File: config.mk
export PLATFORM = sky130hd
export DESIGN_NAME = lanc_frame_transceiver_top_flat
export DESIGN_NICKNAME = d
export VERILOG_FILES = /design/src/hdl/lftx_pkg.sv /design/src/hdl/lftx_in_if.sv /design/src/hdl/lftx_out_if.sv /design/src/hdl/lanc_frame_transceiver_top.sv /design/src/hdl/lftx_cfg.sv /design/src/hdl/lftx_core.sv /design/src/flat_wrapper.sv
export SDC_FILE = /design/constraint.sdc
export NUM_CORES = 1
export LEC_CHECK = 0
export ABC_AREA = 1
export BUFFER_PORTS_ARGS = -buffer_cell sky130_fd_sc_hd__buf_2
export CORE_UTILIZATION = 50
export DETAILED_ROUTE_END_ITERATION = 10
export HOLD_SLACK_MARGIN = 0.12
export MAX_ROUTING_LAYER = met4
export PLACE_DENSITY_LB_ADDON = 0.3
export SETUP_SLACK_MARGIN = 0.05
export SYNTH_ARGS = -nofsm -noshare
export SYNTH_HDL_FRONTEND = slang
export SYNTH_SLANG_ARGS = --single-unit
File: constraint.sdc
create_clock -name clk_i -period 2.91 [get_ports clk_i]
set_clock_uncertainty 0.2 [all_clocks]
set_input_delay 0.291 -clock clk_i [delete_from_list [all_inputs] [get_ports clk_i]]
set_output_delay 0.291 -clock clk_i [all_outputs]
set_load 0.05 [all_outputs]
File: src/hdl/lftx_pkg.sv
// Package for the LANC frame transceiver: phase, register index and mode
// codes, command bytes, reset values and the shared structs.
// No dependencies.
package lftx_pkg;

  localparam int unsigned FrameBytesDef = 8;
  localparam int unsigned TxBytesDef    = 4;

  localparam logic [7:0]  PREFIX_BYTE     = 8'h28;
  localparam logic [7:0]  CODE_FOCUS_FAR  = 8'h45;
  localparam logic [7:0]  CODE_FOCUS_NEAR = 8'h47;
  localparam logic [7:0]  CODE_AUTOFOCUS  = 8'h41;
  localparam logic [7:0]  ZOOM_OUT_FLAG   = 8'h10;
  localparam logic [7:0]  FILL_BYTE       = 8'hFF;
  localparam logic [7:0]  CLEAR_BYTE      = 8'h00;

  localparam logic [9:0]  BIT_TIME_RST    = 10'd104;
  localparam logic [9:0]  BIT_TIME_MIN    = 10'd2;
  localparam logic [15:0] SYNC_IDLE_RST   = 16'd3000;
  localparam logic [15:0] SYNC_IDLE_MIN   = 16'd1;

  localparam int unsigned CfgIdxW  = 2;
  localparam int unsigned CfgDataW = 16;

  typedef enum logic [CfgIdxW-1:0] {
    REG_MODE      = 2'd0,
    REG_ZOOM      = 2'd1,
    REG_BIT_TIME  = 2'd2,
    REG_SYNC_IDLE = 2'd3
  } cfg_idx_e;

  typedef enum logic [2:0] {
    MODE_UNTOUCHED  = 3'd0,
    MODE_CLEARED    = 3'd1,
    MODE_ZOOM       = 3'd2,
    MODE_FOCUS_FAR  = 3'd3,
    MODE_FOCUS_NEAR = 3'd4,
    MODE_AUTOFOCUS  = 3'd5
  } mode_e;

  typedef enum logic [1:0] {
    PH_SYNC = 2'd0,
    PH_WAIT = 2'd1,
    PH_BYTE = 2'd2,
    PH_GAP  = 2'd3
  } phase_e;

  // Effective settings seen by the frame engine
  typedef struct packed {
    logic [9:0]  bit_time;
    logic [9:0]  half_bit;
    logic [15:0] sync_idle;
    logic [7:0]  cmd_byte0;
    logic [7:0]  cmd_byte1;
  } cfg_t;

  typedef struct packed {
    logic       drive_level;
    logic       byte_valid;
    logic [7:0] byte_value;
    logic [1:0] byte_slot;
    logic       frame_last;
  } result_t;

endpackage

File: src/hdl/lftx_in_if.sv
// Input channel of the LANC frame transceiver: one sampled line level per tick.
// Standalone; no package needed.
interface lftx_in_if;
  logic valid;
  logic ready;
  logic line_level;

  modport source (output valid, output line_level, input ready);
  modport sink   (input valid, input line_level, output ready);
endinterface

File: src/hdl/lftx_out_if.sv
// Result channel of the LANC frame transceiver: drive level and received bytes.
// Standalone; no package needed.
interface lftx_out_if;
  logic       valid;
  logic       ready;
  logic       drive_level;
  logic       byte_valid;
  logic [7:0] byte_value;
  logic [1:0] byte_slot;
  logic       frame_last;

  modport source (output valid, output drive_level, output byte_valid, output byte_value,
                  output byte_slot, output frame_last, input ready);
  modport sink   (input valid, input drive_level, input byte_valid, input byte_value,
                  input byte_slot, input frame_last, output ready);
endinterface

File: src/hdl/lanc_frame_transceiver_top.sv
// LANC frame transceiver, top level. A tick request waits in the input register and its
// result in the result register. Throughput: 1 tick request per cycle while the result
// is taken; the frame engine steps once per tick. A tick request is taken even while a
// result waits: the input register holds it. Reset (async, active low): sync phase,
// counters and shift clear, drive low, registers to mode 0, zoom 0, bit time 104, idle
// gap 3000. Depends on lftx_pkg, lftx_in_if, lftx_out_if, lftx_cfg and lftx_core.
module lanc_frame_transceiver_top import lftx_pkg::*; #(
  parameter int unsigned FRAME_BYTES = FrameBytesDef,
  parameter int unsigned TX_BYTES    = TxBytesDef
) (
  input  logic                clk_i,
  input  logic                rst_ni,
  lftx_in_if.sink             in_i,
  lftx_out_if.source          out_o,
  input  logic                cfg_we_i,
  input  logic [CfgIdxW-1:0]  cfg_idx_i,
  input  logic [CfgDataW-1:0] cfg_wdata_i
);

  cfg_t    cfg;
  result_t res;

  // Input register: one sampled line level waiting for the engine
  logic    in_valid_q;
  logic    in_line_q;
  // Result register
  logic    out_valid_q;
  result_t out_q;
  logic    step;

  // Advance the engine when a tick is held and the result slot is free or draining
  assign step     = in_valid_q && (!out_valid_q || out_o.ready);
  assign in_i.ready = !in_valid_q || step;

  lftx_cfg u_cfg (
    .clk_i       (clk_i),
    .rst_ni      (rst_ni),
    .cfg_we_i    (cfg_we_i),
    .cfg_idx_i   (cfg_idx_i),
    .cfg_wdata_i (cfg_wdata_i),
    .cfg_o       (cfg)
  );

  lftx_core #(
    .FRAME_BYTES (FRAME_BYTES),
    .TX_BYTES    (TX_BYTES)
  ) u_core (
    .clk_i  (clk_i),
    .rst_ni (rst_ni),
    .step_i (step),
    .line_i (in_line_q),
    .cfg_i  (cfg),
    .res_o  (res)
  );

  // Hold the tick until the engine takes it; load a new one when the slot frees
  always_ff @(posedge clk_i or negedge rst_ni) begin
    if (!rst_ni) begin
      in_valid_q <= 1'b0;
    end else if (in_i.valid && in_i.ready) begin
      in_valid_q <= 1'b1;
    end else if (step) begin
      in_valid_q <= 1'b0;
    end
  end

  always_ff @(posedge clk_i) begin
    if (in_i.valid && in_i.ready) in_line_q <= in_i.line_level;
  end

  // Capture the engine's result; drop it once taken downstream
  always_ff @(posedge clk_i or negedge rst_ni) begin
    if (!rst_ni) begin
      out_valid_q <= 1'b0;
    end else if (step) begin
      out_valid_q <= 1'b1;
    end else if (out_o.ready) begin
      out_valid_q <= 1'b0;
    end
  end

  always_ff @(posedge clk_i) begin
    if (step) out_q <= res;
  end

  assign out_o.valid       = out_valid_q;
  assign out_o.drive_level = out_q.drive_level;
  assign out_o.byte_valid  = out_q.byte_valid;
  assign out_o.byte_value  = out_q.byte_value;
  assign out_o.byte_slot   = out_q.byte_slot;
  assign out_o.frame_last  = out_q.frame_last;

endmodule

File: src/hdl/lftx_cfg.sv
// Configuration registers of the LANC frame transceiver and the derived
// command bytes and effective timing. Depends on lftx_pkg.
module lftx_cfg import lftx_pkg::*; (
  input  logic                clk_i,
  input  logic                rst_ni,
  input  logic                cfg_we_i,
  input  logic [CfgIdxW-1:0]  cfg_idx_i,
  input  logic [CfgDataW-1:0] cfg_wdata_i,
  output cfg_t                cfg_o
);

  logic [2:0]  mode_q;
  logic [4:0]  zoom_q;
  logic [9:0]  bit_time_q;
  logic [15:0] sync_idle_q;

  always_ff @(posedge clk_i or negedge rst_ni) begin
    if (!rst_ni) begin
      mode_q      <= 3'(MODE_UNTOUCHED);
      zoom_q      <= 5'd0;
      bit_time_q  <= BIT_TIME_RST;
      sync_idle_q <= SYNC_IDLE_RST;
    end else if (cfg_we_i) begin
      case (cfg_idx_i)
        REG_MODE:      mode_q      <= cfg_wdata_i[2:0];
        REG_ZOOM:      zoom_q      <= cfg_wdata_i[4:0];
        REG_BIT_TIME:  bit_time_q  <= cfg_wdata_i[9:0];
        REG_SYNC_IDLE: sync_idle_q <= cfg_wdata_i[15:0];
        default: ;
      endcase
    end
  end

  // Zoom code: magnitude saturated to 8, sign selects zoom-out flag
  logic       zoom_neg;
  logic [4:0] zoom_mag_raw;
  logic [3:0] zoom_mag;
  logic [2:0] zoom_mag_m1;
  logic [7:0] zoom_code;
  logic [9:0] bit_eff;

  always_comb begin
    zoom_neg     = zoom_q[4];
    zoom_mag_raw = zoom_neg ? (~zoom_q + 5'd1) : zoom_q;
    zoom_mag     = (zoom_mag_raw > 5'd8) ? 4'd8 : zoom_mag_raw[3:0];
    zoom_mag_m1  = 3'(zoom_mag - 4'd1);
    zoom_code    = {4'b0000, zoom_mag_m1, 1'b0} | (zoom_neg ? ZOOM_OUT_FLAG : 8'h00);
  end

  always_comb begin
    bit_eff         = (bit_time_q < BIT_TIME_MIN) ? BIT_TIME_MIN : bit_time_q;
    cfg_o.bit_time  = bit_eff;
    cfg_o.half_bit  = {1'b0, bit_eff[9:1]};
    cfg_o.sync_idle = (sync_idle_q == 16'd0) ? SYNC_IDLE_MIN : sync_idle_q;
    case (mode_q)
      MODE_CLEARED: begin
        cfg_o.cmd_byte0 = CLEAR_BYTE;
        cfg_o.cmd_byte1 = CLEAR_BYTE;
      end
      MODE_ZOOM: begin
        cfg_o.cmd_byte0 = (zoom_mag == 4'd0) ? CLEAR_BYTE : PREFIX_BYTE;
        cfg_o.cmd_byte1 = (zoom_mag == 4'd0) ? CLEAR_BYTE : zoom_code;
      end
      MODE_FOCUS_FAR: begin
        cfg_o.cmd_byte0 = PREFIX_BYTE;
        cfg_o.cmd_byte1 = CODE_FOCUS_FAR;
      end
      MODE_FOCUS_NEAR: begin
        cfg_o.cmd_byte0 = PREFIX_BYTE;
        cfg_o.cmd_byte1 = CODE_FOCUS_NEAR;
      end
      MODE_AUTOFOCUS: begin
        cfg_o.cmd_byte0 = PREFIX_BYTE;
        cfg_o.cmd_byte1 = CODE_AUTOFOCUS;
      end
      default: begin
        cfg_o.cmd_byte0 = FILL_BYTE;
        cfg_o.cmd_byte1 = FILL_BYTE;
      end
    endcase
  end

endmodule

File: src/hdl/lftx_core.sv
// Frame engine of the LANC frame transceiver: sync, bit timing, transmit and
// receive shifting for one tick per step. Depends on lftx_pkg.
module lftx_core import lftx_pkg::*; #(
  parameter int unsigned FRAME_BYTES = FrameBytesDef,
  parameter int unsigned TX_BYTES    = TxBytesDef
) (
  input  logic    clk_i,
  input  logic    rst_ni,
  input  logic    step_i,
  input  logic    line_i,
  input  cfg_t    cfg_i,
  output result_t res_o
);

  localparam int unsigned BYTE_W = (FRAME_BYTES > 1) ? $clog2(FRAME_BYTES) : 1;
  localparam logic [BYTE_W-1:0] TX_B   = BYTE_W'(TX_BYTES);
  localparam logic [BYTE_W-1:0] LAST_B = BYTE_W'(FRAME_BYTES - 1);

  phase_e            phase_q, phase_d;
  logic [15:0]       tick_q, tick_d;
  logic [9:0]        sub_q, sub_d;
  logic [3:0]        slot_q, slot_d;
  logic [BYTE_W-1:0] byte_q, byte_d;
  logic [7:0]        shift_q, shift_d;
  logic              drive_q, drive_d;

  // Bit timing inside a byte: slot counts whole bits, sub the ticks within it
  logic        is_tx, is_last;
  logic [9:0]  sub_inc;
  logic        wrap, byte_end, tx_evt, rx_evt;
  logic [2:0]  rx_bit;
  logic [15:0] tick_sat;
  logic [15:0] tick_inc;
  logic [7:0]  tx_load;
  logic [7:0]  slot_diff;

  always_comb begin
    is_tx     = byte_q < TX_B;
    is_last   = byte_q == LAST_B;
    sub_inc   = sub_q + 10'd1;
    wrap      = sub_inc == cfg_i.bit_time;
    byte_end  = wrap && (slot_q == 4'd8);
    tx_evt    = wrap && !byte_end;
    rx_evt    = !wrap && (sub_inc == cfg_i.half_bit) && (slot_q != 4'd0);
    rx_bit    = 3'(slot_q - 4'd1);
    tick_inc  = tick_q + 16'd1;
    tick_sat  = (tick_q == 16'hFFFF) ? tick_q : tick_inc;
    slot_diff = 8'(byte_q) - 8'(TX_BYTES);
    if (!is_tx) begin
      tx_load = 8'h00;
    end else if (byte_q == BYTE_W'(0)) begin
      tx_load = cfg_i.cmd_byte0;
    end else if (byte_q == BYTE_W'(1)) begin
      tx_load = cfg_i.cmd_byte1;
    end else begin
      tx_load = FILL_BYTE;
    end
  end

  // Next state
  always_comb begin
    phase_d = phase_q;
    tick_d  = tick_q;
    sub_d   = sub_q;
    slot_d  = slot_q;
    byte_d  = byte_q;
    shift_d = shift_q;
    drive_d = drive_q;
    case (phase_q)
      PH_SYNC: begin
        if (!line_i) begin
          tick_d = 16'd0;
        end else if (tick_sat >= cfg_i.sync_idle) begin
          phase_d = PH_WAIT;
          tick_d  = 16'd0;
        end else begin
          tick_d = tick_sat;
        end
      end
      PH_WAIT: begin
        if (!line_i) begin
          phase_d = PH_BYTE;
          tick_d  = 16'd0;
          sub_d   = 10'd0;
          slot_d  = 4'd0;
          shift_d = tx_load;
        end
      end
      PH_BYTE: begin
        sub_d  = wrap ? 10'd0 : sub_inc;
        slot_d = wrap ? slot_q + 4'd1 : slot_q;
        if (byte_end) begin
          drive_d = 1'b0;
          tick_d  = 16'd0;
          if (is_last) begin
            byte_d  = '0;
            phase_d = PH_SYNC;
          end else begin
            byte_d  = byte_q + BYTE_W'(1);
            phase_d = PH_GAP;
          end
        end else if (is_tx) begin
          if (tx_evt) drive_d = shift_q[slot_q[2:0]];
        end else if (rx_evt && line_i) begin
          shift_d[rx_bit] = 1'b1;
        end
      end
      PH_GAP: begin
        if (tick_inc >= 16'(cfg_i.half_bit)) begin
          phase_d = PH_WAIT;
          tick_d  = 16'd0;
        end else begin
          tick_d = tick_inc;
        end
      end
      default: phase_d = PH_SYNC;
    endcase
  end

  // Result of this tick
  always_comb begin
    res_o             = '0;
    res_o.drive_level = drive_d;
    if (phase_q == PH_BYTE && byte_end && !is_tx) begin
      res_o.byte_valid = 1'b1;
      res_o.byte_value = shift_q;
      res_o.byte_slot  = slot_diff[1:0];
      res_o.frame_last = is_last;
    end
  end

  always_ff @(posedge clk_i or negedge rst_ni) begin
    if (!rst_ni) begin
      phase_q <= PH_SYNC;
      tick_q  <= 16'd0;
      sub_q   <= 10'd0;
      slot_q  <= 4'd0;
      byte_q  <= '0;
      shift_q <= 8'h00;
      drive_q <= 1'b0;
    end else if (step_i) begin
      phase_q <= phase_d;
      tick_q  <= tick_d;
      sub_q   <= sub_d;
      slot_q  <= slot_d;
      byte_q  <= byte_d;
      shift_q <= shift_d;
      drive_q <= drive_d;
    end
  end

endmodule
File: src/flat_wrapper.sv
// flat-port wrapper written by rule: the top's interface ports become plain ports
module lanc_frame_transceiver_top_flat import lftx_pkg::*;
#(
  parameter int unsigned FRAME_BYTES = FrameBytesDef,
  parameter int unsigned TX_BYTES    = TxBytesDef
)
  (clk_i, rst_ni, cfg_we_i, cfg_idx_i, cfg_wdata_i, in_i_valid, in_i_line_level, in_i_ready, out_o_valid, out_o_drive_level, out_o_byte_valid, out_o_byte_value, out_o_byte_slot, out_o_frame_last, out_o_ready);
  lftx_in_if in_i_i ();
  lftx_out_if out_o_i ();
  input  logic clk_i;
  input  logic rst_ni;
  input  logic cfg_we_i;
  input  logic [CfgIdxW-1:0] cfg_idx_i;
  input  logic [CfgDataW-1:0] cfg_wdata_i;
  input wire logic [$bits(in_i_i.valid)-1:0] in_i_valid;
  input wire logic [$bits(in_i_i.line_level)-1:0] in_i_line_level;
  output wire logic [$bits(in_i_i.ready)-1:0] in_i_ready;
  output wire logic [$bits(out_o_i.valid)-1:0] out_o_valid;
  output wire logic [$bits(out_o_i.drive_level)-1:0] out_o_drive_level;
  output wire logic [$bits(out_o_i.byte_valid)-1:0] out_o_byte_valid;
  output wire logic [$bits(out_o_i.byte_value)-1:0] out_o_byte_value;
  output wire logic [$bits(out_o_i.byte_slot)-1:0] out_o_byte_slot;
  output wire logic [$bits(out_o_i.frame_last)-1:0] out_o_frame_last;
  input wire logic [$bits(out_o_i.ready)-1:0] out_o_ready;
  assign in_i_i.valid = in_i_valid;
  assign in_i_i.line_level = in_i_line_level;
  assign in_i_ready = in_i_i.ready;
  assign out_o_valid = out_o_i.valid;
  assign out_o_drive_level = out_o_i.drive_level;
  assign out_o_byte_valid = out_o_i.byte_valid;
  assign out_o_byte_value = out_o_i.byte_value;
  assign out_o_byte_slot = out_o_i.byte_slot;
  assign out_o_frame_last = out_o_i.frame_last;
  assign out_o_i.ready = out_o_ready;
  lanc_frame_transceiver_top #(.FRAME_BYTES(FRAME_BYTES), .TX_BYTES(TX_BYTES)) u_core (.clk_i(clk_i), .rst_ni(rst_ni), .in_i(in_i_i), .out_o(out_o_i), .cfg_we_i(cfg_we_i), .cfg_idx_i(cfg_idx_i), .cfg_wdata_i(cfg_wdata_i));
endmodule
==> reports/results.ini <==
[outcome]
status = finished, violations left
failed_checks = setup timing

[worst_setup_path]
r2r-start = u_core.u_core.tick_q[1]
path_common_cell = nand2_1
max_stage_delay_ns = 0.39
path_cells = ha_2, nand3_4, nor2_4, nand3_1, xor2_1, nand2_1, ha_1, nand4_1, buf_4, inv_1, a21oi_2, nand3_2, inv_2, buf_4, nand3_1, nand2_1, nand2_1, o21ai_1
crit_end = u_core.u_core.tick_q[4]
r2r_end = u_core.u_core.tick_q[4]
worstRegToRegCells = 18
worst-path-max-fanout = 4
required_ns = 2.99
arrival_ns = 3.18
crit_slowest_cell = dfrtp_1
crit_buf_inv = 4
crit_cells = 18
cp_top_family = simple AND/OR/NAND/NOR gates
worstSetupEndpointType = flip-flop
crit_start = u_core.u_core.tick_q[1]
crit_path_start_kind = flip-flop
critical_path_class = reg2reg
reg2reg_slack_ns = -0.19

[synth]
synth.avg_cell_area_sq_um = 7.30
ys_types = 41
mappedNetlistNets = 934
postSynthCellCount = 869
yosys_warnings = 0
syn_area_sq_um = 6350
yosysSeqAreaShare = 0.384
ys_seq_elements = 94

[drt]
vias_per_cell = 5.37
drt-met1-wl_mm = 8.38
num_vias = 6367
drtIter0Drc = 593
dr.pass1.iters = 8
wirelength_mm = 17.7
met3_length_mm = 1.18
drc_errors = 0
post_drt_wl_per_cell_um = 15.0
met2_length_mm = 7.85
drtAntennaViolNets = 0
top_layer = met4

[floorplan]
coreArea_sq_um = 12200
dieArea_sq_um = 13100
die-height_um = 115
initial_core_util = 0.520
die_w_um = 115
num_io_pins = 39
std_cell_rows = 40

[clock_tree]
root_buffer = clkbuf_16
cts.clk_slew.worst_paths_ns = 0.07
cts_tree = done
htreeDepth = 3
numCtsBuffers = 9
clk_path_buf_depth = 2
clk_latency_ns = 0.36
clkSinkCount = 94

[power_and_ir_drop]
p_total_uw = 5240
power.density_nw_per_um2 = 642
ir_drop_mv = 0.407
p_leak_uw = 0.00405

[placement]
dp_hpwl_mm = 12.3
dp.cells = 1127
gp_congestion = 0.964
port_buffers = 38

[final_layout]
drive_above_1_share = 0.231
fillCellCount = 1018
antenna_cells = 0
final_cells = 1186
fin_nets = 1078
area_growth_pct = 28.5

[global_routing]
grt_pass1_wl_mm = 28.3
antenna_found_initial = 0
grt_pass1_vias = 5696
grt_max_degree = 45
grtUsageTotal = 0.286
grt_overflow = 0

[sta]
hold_violations = 0
finalSetupViolCount = 17
drv_slew = 0
fmax_mhz = 323
min_period_ns = 3.10
period_share = 1.06
tightest_slew_ns = 0.598
setup_ws_ns = -0.187
rsz0062_at_grt = true
slew_headroom = 0.602

[min_path]
hold_path.class = in2reg

[job]
maxCapViolCount = 0

==> power breakdown <==
group          leakage [uW]  total (uW)  internal (uW)  switching [uW]
combinational       0.00275        2150            794            1350
sequential          0.00114        1770           1580             193
clock              0.000160        1320            764             557
==> placed cells by master, fill, tap and decap left out, types with 4 or more instances in the layout <==
| cell type | synthesis | routed |
|---|---|---|
| a21oi_1 | 26 | 21 |
| a21oi_2 | 2 | 7 |
| buf_2 | 2 | 37 |
| buf_4 | 1 | 86 |
| buf_6 | 3 | 4 |
| clkbuf_16 | 0 | 9 |
| clkinv_1 | 4 | 4 |
| dfrtp_1 | 70 | 69 |
| dfstp_2 | 10 | 10 |
| dlygate4sd3_1 | 0 | 21 |
| edfxtp_1 | 14 | 14 |
| ha_1 | 41 | 34 |
| ha_4 | 0 | 4 |
| inv_1 | 129 | 123 |
| inv_2 | 2 | 9 |
| nand2_1 | 216 | 208 |
| nand2_2 | 7 | 14 |
| nand3_1 | 68 | 62 |
| nand3_2 | 1 | 6 |
| nand4_1 | 24 | 24 |
| nor2_1 | 79 | 70 |
| nor2_2 | 2 | 8 |
| nor2_4 | 1 | 4 |
| nor3_1 | 16 | 8 |
| nor3_2 | 1 | 9 |
| nor4_1 | 6 | 6 |
| o211ai_1 | 5 | 5 |
| o21ai_0 | 59 | 57 |
| o21ai_1 | 16 | 16 |
| o22ai_1 | 8 | 8 |
| or2_2 | 8 | 5 |
| xor2_1 | 20 | 18 |
==> cells by family after synthesis <==
logic type / count (synthesis) / share of synthesized area
AO/OA/AOI/OAI: 126 / 0.110
XOR/XNOR: 24 / 0.0331
adder cells (fa/ha/maj): 41 / 0.0808
buffers and inverters: 150 / 0.0932
flip-flops: 94 / 0.384
AND/OR/NAND/NOR: 434 / 0.300
==> routing by layer <==
layer	vias up	track usage
met4	0	0.0866
met5	-	-
met2	242	0.416
li1	3138	-
met1	2956	0.415
met3	31	0.0376
==> cells in the mapped netlist, drive strengths merged <==
master | instances | share of area
dfrtp | 70 | 0.28
a31oi | 1 | 0.00099
o31ai | 3 | 0.0035
xnor2 | 4 | 0.0055
nor2 | 83 | 0.054
nand3b | 2 | 0.0024
edfxtp | 14 | 0.066
nand2 | 223 | 0.13
o211ai | 5 | 0.0059
ha | 41 | 0.081
nor4 | 6 | 0.0059
or2 | 8 | 0.0079
o21ai | 75 | 0.059
buf | 6 | 0.0081
a211oi | 2 | 0.0024
nand3 | 69 | 0.055
inv | 131 | 0.077
clkbuf | 9 | 0.0053
o21bai | 2 | 0.0024
a41o | 1 | 0.0016
nor3 | 17 | 0.014
dfstp | 10 | 0.041
and3 | 1 | 0.00099
xor2 | 20 | 0.028
a21oi | 29 | 0.026
clkinv | 4 | 0.0024
o22ai | 8 | 0.0079
nor3b | 1 | 0.0012
nand4 | 24 | 0.024
==> tightest hold or removal path, cell delays in order <==
cell and delay [ns]:
buf_2 0.12, nand3_1 0.18, o21ai_0 0.10
==> sequential cells by signal (all words and copies together), names as in the netlist, 2 cells and up <==
register and count:
u_core.u_core.slot_q 4, u_core.u_core.sub_q 10, u_core.out_o.byte_slot 2, u_core.u_cfg.bit_time_q 10
u_core.u_core.shift_q 8, u_core.u_core.phase_q 2, u_core.u_core.tick_q 16, u_core.u_cfg.zoom_q 5
u_core.u_cfg.mode_q 3, u_core.out_o.byte_value 8, u_core.u_cfg.sync_idle_q 16, u_core.u_core.byte_q 3
==> how the worst min path moves through the flow <==
stage	slack [ns]	end	cells past startpoint	startpoint
after floorplan	-0.20	u_core.in_valid_q	0	rst_ni
after global placement	0.13	u_core.u_core.tick_q[7]	1	rst_ni
after detailed placement	0.12	u_core.u_core.tick_q[7]	1	rst_ni
after CTS	0.18	u_core.u_cfg.mode_q[2]	3	cfg_we_i
after global routing	0.22	u_core.u_cfg.mode_q[1]	3	cfg_we_i
final	0.17	u_core.u_cfg.mode_q[2]	3	cfg_we_i
==> final cells by class <==
type	instances	area [sq um]	area share
multi-input cells	625	3590	0.440
flip-flops and latches	94	2440	0.299
repair buffers	148	1090	0.133
inverters	135	507	0.0621
clock buffers	9	225	0.0276
well taps	168	210	0.0258
clock inverters	7	101	0.0124
==> metrics by stage <==
stage / setup WS (ns) / hold WS [ns] / cell area [sq um] / util / TNS, ns
2_1_floorplan: 0.0512 / -0.205 / 6360 / - / 0
3_3_place_gp: -0.192 / 0.131 / 7180 / 0.588 / -1.74
3_5_place_dp: -0.231 / 0.125 / 7180 / 0.588 / -2.30
4_1_cts: -0.0478 / 0.180 / 7900 / 0.647 / -0.334
5_1_grt: -0.334 / 0.222 / 8160 / 0.668 / -4.94
6_report: -0.187 / 0.174 / 8160 / 0.668 / -2.70
==> what timing repair did <==
| item | in CTS | in global routing |
|---|---|---|
| endpoints found under the setup margin | 17 | 27 |
| cloned | 0 | 1 |
| hold endpoints to repair | 74 | 0 |
| pin swaps | 21 | 42 |
| setup buffers | 11 | 10 |
| gates resized for setup | 30 | 41 |
| hold buffers | 21 | 0 |
No activity file was read; power rests on OpenSTA's default activity.
